$ cat src/rtl/lkc_pkg.sv
package lkc_pkg;

    localparam int unsigned StateWidth = 31;
    localparam int unsigned CharWidth  = 8;
    localparam int unsigned ShiftWidth = 5;
    localparam int unsigned MultWidth  = 15;
    localparam int unsigned ShiftPos   = 27;

    typedef logic [StateWidth-1:0] lkc_state_t;
    typedef logic [CharWidth-1:0]  lkc_char_t;
    typedef logic [ShiftWidth-1:0] lkc_shift_t;

    localparam lkc_state_t           LcgMod    = 31'h7FFF_FFFF;
    localparam logic [MultWidth-1:0] LcgMult   = 15'd16807;
    localparam lkc_state_t           SeedReset = 31'd1;

    localparam lkc_char_t LetterFirst = 8'd65;
    localparam lkc_char_t LetterLast  = 8'd90;
    localparam lkc_char_t Alphabet    = 8'd26;

    localparam logic ModeEncrypt = 1'b0;
    localparam logic ModeDecrypt = 1'b1;

    function automatic logic is_letter(lkc_char_t c);
        return (c >= LetterFirst) && (c <= LetterLast);
    endfunction

endpackage

$ cat src/rtl/lehmer_keystream_letter_cipher.sv
// A character accepted into the input register moves on to the result register when that
// register is free, and its result is then offered on char_out and shift_used.
// Throughput: one character per clock cycle, sustained with out_ready held high.
// The generator state advances in the same cycle the input register moves to the
// output register, so the single 31x15 multiply and fold set the clock period.
// Reset empties both registers and sets the seed and generator state to one.
module lehmer_keystream_letter_cipher (
    input  logic                clk,
    input  logic                rst_n,
    input  logic                in_valid,
    output logic                in_ready,
    input  lkc_pkg::lkc_char_t  char_in,
    input  logic                mode,
    input  logic                restart,
    output logic                out_valid,
    input  logic                out_ready,
    output lkc_pkg::lkc_char_t  char_out,
    output lkc_pkg::lkc_shift_t shift_used,
    input  logic                cfg_write_en,
    input  lkc_pkg::lkc_state_t cfg_write_data
);

    logic                s1_valid_reg;
    logic                s1_valid_next;
    lkc_pkg::lkc_char_t  s1_char_reg;
    logic                s1_mode_reg;
    logic                s1_restart_reg;
    logic                out_valid_reg;
    logic                out_valid_next;
    lkc_pkg::lkc_char_t  out_char_reg;
    lkc_pkg::lkc_shift_t out_shift_reg;
    lkc_pkg::lkc_state_t gen_state_reg;
    lkc_pkg::lkc_state_t seed_reg;

    lkc_pkg::lkc_state_t step_state;
    lkc_pkg::lkc_shift_t step_shift;
    lkc_pkg::lkc_char_t  step_char;

    logic in_fire;
    logic out_free;
    logic s1_fire;

    assign out_free = !out_valid_reg || out_ready;
    assign s1_fire  = s1_valid_reg && out_free;
    assign in_ready = !s1_valid_reg || out_free;
    assign in_fire  = in_valid && in_ready;

    assign s1_valid_next  = in_fire || (s1_valid_reg && !s1_fire);
    assign out_valid_next = s1_fire || (out_valid_reg && !out_ready);

    lkc_step u_step (
        .state_cur (gen_state_reg),
        .seed      (seed_reg),
        .restart   (s1_restart_reg),
        .mode      (s1_mode_reg),
        .char_in   (s1_char_reg),
        .state_new (step_state),
        .shift     (step_shift),
        .char_out  (step_char)
    );

    always_ff @(posedge clk or negedge rst_n)
    begin
        if (!rst_n)
        begin
            s1_valid_reg  <= 1'b0;
            out_valid_reg <= 1'b0;
            gen_state_reg <= lkc_pkg::SeedReset;
            seed_reg      <= lkc_pkg::SeedReset;
        end
        else
        begin
            s1_valid_reg  <= s1_valid_next;
            out_valid_reg <= out_valid_next;
            if (s1_fire)
                gen_state_reg <= step_state;
            if (cfg_write_en)
                seed_reg <= cfg_write_data;
        end
    end

    always_ff @(posedge clk)
    begin
        if (in_fire)
        begin
            s1_char_reg    <= char_in;
            s1_mode_reg    <= mode;
            s1_restart_reg <= restart;
        end
        if (s1_fire)
        begin
            out_char_reg  <= step_char;
            out_shift_reg <= step_shift;
        end
    end

    assign out_valid  = out_valid_reg;
    assign char_out   = out_char_reg;
    assign shift_used = out_shift_reg;

    a_state_nonzero: assert property (@(posedge clk) disable iff (!rst_n)
        gen_state_reg != '0)
        else $error("Generator state reached zero.");

    a_shift_range: assert property (@(posedge clk) disable iff (!rst_n)
        out_valid_reg |-> (out_shift_reg >= 5'd1 && out_shift_reg <= 5'd16))
        else $error("Shift outside one to sixteen.");

    a_nonletter_pass: assert property (@(posedge clk) disable iff (!rst_n)
        (s1_fire && !lkc_pkg::is_letter(s1_char_reg))
        |=> (out_char_reg == $past(s1_char_reg)))
        else $error("Non-letter byte was altered.");

    a_letter_stays: assert property (@(posedge clk) disable iff (!rst_n)
        (s1_fire && lkc_pkg::is_letter(s1_char_reg))
        |=> lkc_pkg::is_letter(out_char_reg))
        else $error("Letter mapped outside the alphabet.");

    a_stall_cause: assert property (@(posedge clk) disable iff (!rst_n)
        !in_ready |-> (s1_valid_reg && out_valid_reg && !out_ready))
        else $error("Input stalled with room in the pipeline.");

endmodule

$ cat src/rtl/lkc_step.sv
module lkc_step (
    input  lkc_pkg::lkc_state_t state_cur,
    input  lkc_pkg::lkc_state_t seed,
    input  logic                restart,
    input  logic                mode,
    input  lkc_pkg::lkc_char_t  char_in,
    output lkc_pkg::lkc_state_t state_new,
    output lkc_pkg::lkc_shift_t shift,
    output lkc_pkg::lkc_char_t  char_out
);

    localparam int unsigned ProdWidth = lkc_pkg::StateWidth + lkc_pkg::MultWidth;

    lkc_pkg::lkc_state_t         seed_load;
    lkc_pkg::lkc_state_t         state_base;
    logic [ProdWidth-1:0]        product;
    logic [lkc_pkg::StateWidth:0] folded;
    logic [lkc_pkg::StateWidth:0] reduced;
    logic [lkc_pkg::CharWidth:0]  enc_sum;
    logic [lkc_pkg::CharWidth:0]  enc_wrap;
    logic [lkc_pkg::CharWidth:0]  dec_diff;
    logic [lkc_pkg::CharWidth:0]  dec_wrap;

    // A zero seed is loaded as one so the generator never sticks at zero.
    assign seed_load  = (seed == '0) ? lkc_pkg::SeedReset : seed;
    assign state_base = restart ? seed_load : state_cur;

    // The product is folded at bit 31, since 2^31 is one modulo 2^31-1.
    assign product = {{lkc_pkg::MultWidth{1'b0}}, state_base}
                   * {{lkc_pkg::StateWidth{1'b0}}, lkc_pkg::LcgMult};
    assign folded  = {1'b0, product[lkc_pkg::StateWidth-1:0]}
                   + {{(2*lkc_pkg::StateWidth+1-ProdWidth){1'b0}},
                      product[ProdWidth-1:lkc_pkg::StateWidth]};
    assign reduced = (folded >= {1'b0, lkc_pkg::LcgMod})
                   ? folded - {1'b0, lkc_pkg::LcgMod} : folded;

    assign state_new = (reduced == '0) ? lkc_pkg::LcgMod
                                       : reduced[lkc_pkg::StateWidth-1:0];
    assign shift = {1'b0, state_new[lkc_pkg::StateWidth-1:lkc_pkg::ShiftPos]}
                 + lkc_pkg::lkc_shift_t'(1);

    assign enc_sum  = {1'b0, char_in} + {4'b0, shift};
    assign enc_wrap = (enc_sum > {1'b0, lkc_pkg::LetterLast})
                    ? enc_sum - {1'b0, lkc_pkg::Alphabet} : enc_sum;
    assign dec_diff = {1'b0, char_in} - {4'b0, shift};
    assign dec_wrap = (dec_diff < {1'b0, lkc_pkg::LetterFirst})
                    ? dec_diff + {1'b0, lkc_pkg::Alphabet} : dec_diff;

    always_comb
    begin
        char_out = char_in;
        if (lkc_pkg::is_letter(char_in))
        begin
            if (mode == lkc_pkg::ModeDecrypt)
                char_out = dec_wrap[lkc_pkg::CharWidth-1:0];
            else
                char_out = enc_wrap[lkc_pkg::CharWidth-1:0];
        end
    end

endmodule

$ cat config.mk
export PLATFORM = sky130hd
export DESIGN_NAME = lehmer_keystream_letter_cipher
export DESIGN_NICKNAME = d
export VERILOG_FILES = /design/src/rtl/lkc_pkg.sv /design/src/rtl/lehmer_keystream_letter_cipher.sv /design/src/rtl/lkc_step.sv
export SDC_FILE = /design/constraint.sdc
export NUM_CORES = 1
export LEC_CHECK = 0
export BUFFER_PORTS_ARGS = -buffer_cell sky130_fd_sc_hd__clkbuf_2
export CAP_MARGIN = 10
export CELL_PAD_IN_SITES_DETAIL_PLACEMENT = 1
export CELL_PAD_IN_SITES_GLOBAL_PLACEMENT = 1
export CORE_AREA = 2 2 174 176
export CTS_CLUSTER_SIZE = 20
export DETAILED_ROUTE_END_ITERATION = 8
export DIE_AREA = 0 0 176 178
export PLACE_DENSITY_LB_ADDON = 0.1
export REMOVE_ABC_BUFFERS = 1
export SLEW_MARGIN = 10
export SYNTH_ARGS = -nofsm -noshare
export SYNTH_HDL_FRONTEND = slang
export SYNTH_SLANG_ARGS = --single-unit
$ cat constraint.sdc
create_clock -name clk -period 17.08 [get_ports clk]
set_clock_uncertainty 0.2 [all_clocks]
set_input_delay 2.562 -clock clk [delete_from_list [all_inputs] [get_ports clk]]
set_output_delay 2.562 -clock clk [all_outputs]
set_load 0.05 [all_outputs]
==> key figures <==
Status
  – Status: finished, final reports clean

Cells and area
  – Fin nets: roughly 2,100
  – Fin cells: about 2,100
  – Layout cells sized above 1: 12.16%
  – Diode count: 0
  – Area Growth Syn to Fin: 7.636%
  – Fillers: between 3,000 and 4,000

Drt
  – First DRT Iteration DRCs: 669
  – Wire per inst: 22.45 µm
  – First drt pass iteration count: 4
  – Routed wire length: ~47,000 µm
  – Final ANT Viol Nets: 0
  – # DRC: 0
  – Routed vias/inst: slightly below 6
  – Via count: between 10,000 and 15,000

Floorplan
  – # rows: 63
  – Die Area: ~0.031 mm²
  – Core area: slightly below 0.03 mm²
  – Starting Density: approximately 50%
  – Die W: approximately 180 µm
  – Die height: between 150 and 200 µm
  – # IOs: 61

Yosys
  – Distinct cells, synth: between 80 and 90
  – Synthesis Warnings: 0
  – Async set-reset flop share out of synthesis: 73.56%
  – Post-synthesis sequential area ratio: approximately 16%
  – Top_reg_cell synth: dfrtp_1
  – Seq cells post-synth: a little under 90
  – Share of the synthesized area in the top cell type: between 10% and 20%
  – Avg Cell Area, Syn: approximately 8.9 µm²
  – Most frequent cell after synthesis: inv_1
  – Top cells by area, synth: ha_1 (18%), fa_1 (18%), dfrtp_1 (11%)
  – Number of enable flip-flop cells after synthesis: 23
  – Cell Area, Synth: between 0.01 and 0.015 mm²
  – Synth top cells by count: inv_1 (280), ha_1 (211), fa_1 (131)
  – Most area-hungry cell type in the Yosys netlist: ha_1
  – Post-Syn Instances: 1,638

Placement
  – Placed cell count: just over 2,000
  – Placer Congestion: between 0.9 and 1
  – HPWL after DPL: ~40,000 µm
  – I/O Buffers: 60
  – Dpl ws: approximately 0.34 ns

Run
  – Max_cap viols: 0

STA
  – Worst-Margin Slew: 0.8920 ns
  – Tcrit/Tclk final: between 90% and 100%
  – Hold violation count in the final report: 0
  – Max frequency: roughly 63 MHz
  – Slew Viols, Final: 0
  – Max_slew headroom: 38.83%
  – Endpoints failing setup: 0
  – Crit path time final: roughly 16 ns
  – Setup_tns: 0 ns
  – RSZ-0062 raised after global routing: no
  – Slack of the critical path: ~1.2 ns

Critical path
  – CP max stage delay: roughly 0.56 ns
  – Arr. time, crit path: 15.90 ns
  – Max Fanout on Critical Path: 14
  – Kind of critical path: flop to flop
  – CP Capture Type: flop
  – Critical-path top delay cell: fa_1
  – Startpoint Class: flop
  – Critical Path RT: approximately 17 ns

Global routing
  – Largest net degree at the start of global routing: 75
  – All-layer global routing usage: between 30% and 40%
  – Number of global-route vias before repair: 12,880
  – Total congestion overflow: 0
  – Global-route wire length before repair: ~73,000 µm
  – Initial antenna violation count: 1

Clocking
  – Clk_lat worst skew: 0.35 ns
  – Clk slew on worst S/H paths: roughly 0.08 ns
  – Clk sinks: 87
  – # H-tree levels: 3
  – CTS max path bufs: 2
  – CTS Buf Count: 9
  – CTS tree: yes
  – Root buf cell: clkbuf_16

Hold path
  – Hold Crit Class: flop to flop
kinds of logic after synthesis:
kind of cell | share of synthesized area (%)
compound gates | 14.27
mux | 5.556
fa+ha+maj | 36.01
flops | 15.70
buf+inv | 8.321
xor+xnor | 6.138
simple gates | 14.01
metrics by stage:
step	utilization (%)	hold slack [ns]	area, µm²
after global routing	53.50	0.3542	15730
after global placement	52.01	0.2667	15290
after detailed placement	52.01	0.2780	15290
after floorplan	-	0.2487	14450
final	53.50	0.2976	15730
after CTS	53.02	0.3003	15590
what timing repair did:
action                                  in CTS  in global routing
hold endpoints to repair                     0                  0
gates resized for setup                      0                 11
hold buffers                                 0                  0
endpoints found under the setup margin       0                  6
setup buffers                                0                 12
cells in the final DEF (no fill, tap or decap), drive strengths merged, types with 8 or more instances in the layout:
master	n
a211oi	15
a21boi	11
a21o	20
a21oi	74
a31oi	42
and2	13
and3	9
buf	19
clkbuf	69
dfrtp	62
edfxtp	23
fa	131
ha	211
inv	284
mux2	57
mux2i	17
nand2	93
nand2b	14
nand3	30
nand4	16
nor2	121
nor2b	8
nor3	30
nor4	19
o211ai	19
o21ai	64
o31ai	8
or2	18
or3	8
xnor2	67
xor2	32
per-layer routing:
metal  global-route usage, %  share of wire, %  wire length, µm
met3                   3.282               4.1             1909
met4                   8.333               2.9             1374
met5                       0             0.028               13
met1                   41.99                46            21720
met2                   51.90                47            21770
final timing paths:
kind	depth (start not counted)	startpoint	slack [ns]	end
max	65	s1_restart_reg	1.20	char_out[5]
min	1	s1_valid_reg	0.30	out_valid
max reg2reg	65	s1_restart_reg	1.20	char_out[5]
min reg2reg	1	s1_valid_reg	0.30	out_valid
max in group asynchronous	2	rst_n	13.96	gen_state_reg[16]
min in group asynchronous	2	rst_n	2.17	seed_reg[12]
critical path: cells and delay by family, from the launching register on:
family	cells	cell delay, ns
AO/OA/AOI/OAI	27	5.69
adder cells (fa/ha/maj)	10	4.28
AND/OR/NAND/NOR	11	2.30
buffers and inverters	11	1.16
XOR/XNOR	4	0.89
multiplexers	2	0.78
flip-flops	1	0.41
cell type report:
class,instances,area (µm²),area share (%)
multi-input cells,1232,11150,70.86
clock buffers,9,225.2,1.432
flip-flops and latches,87,2295,14.59
well taps,390,488.0,3.102
clock inverters,7,70.07,0.4454
inverters,280,1051,6.681
repair buffers,79,455.4,2.895
Power is not shown: default switching activity piles up to over one toggle a cycle in this logic, so the estimate is an artifact.
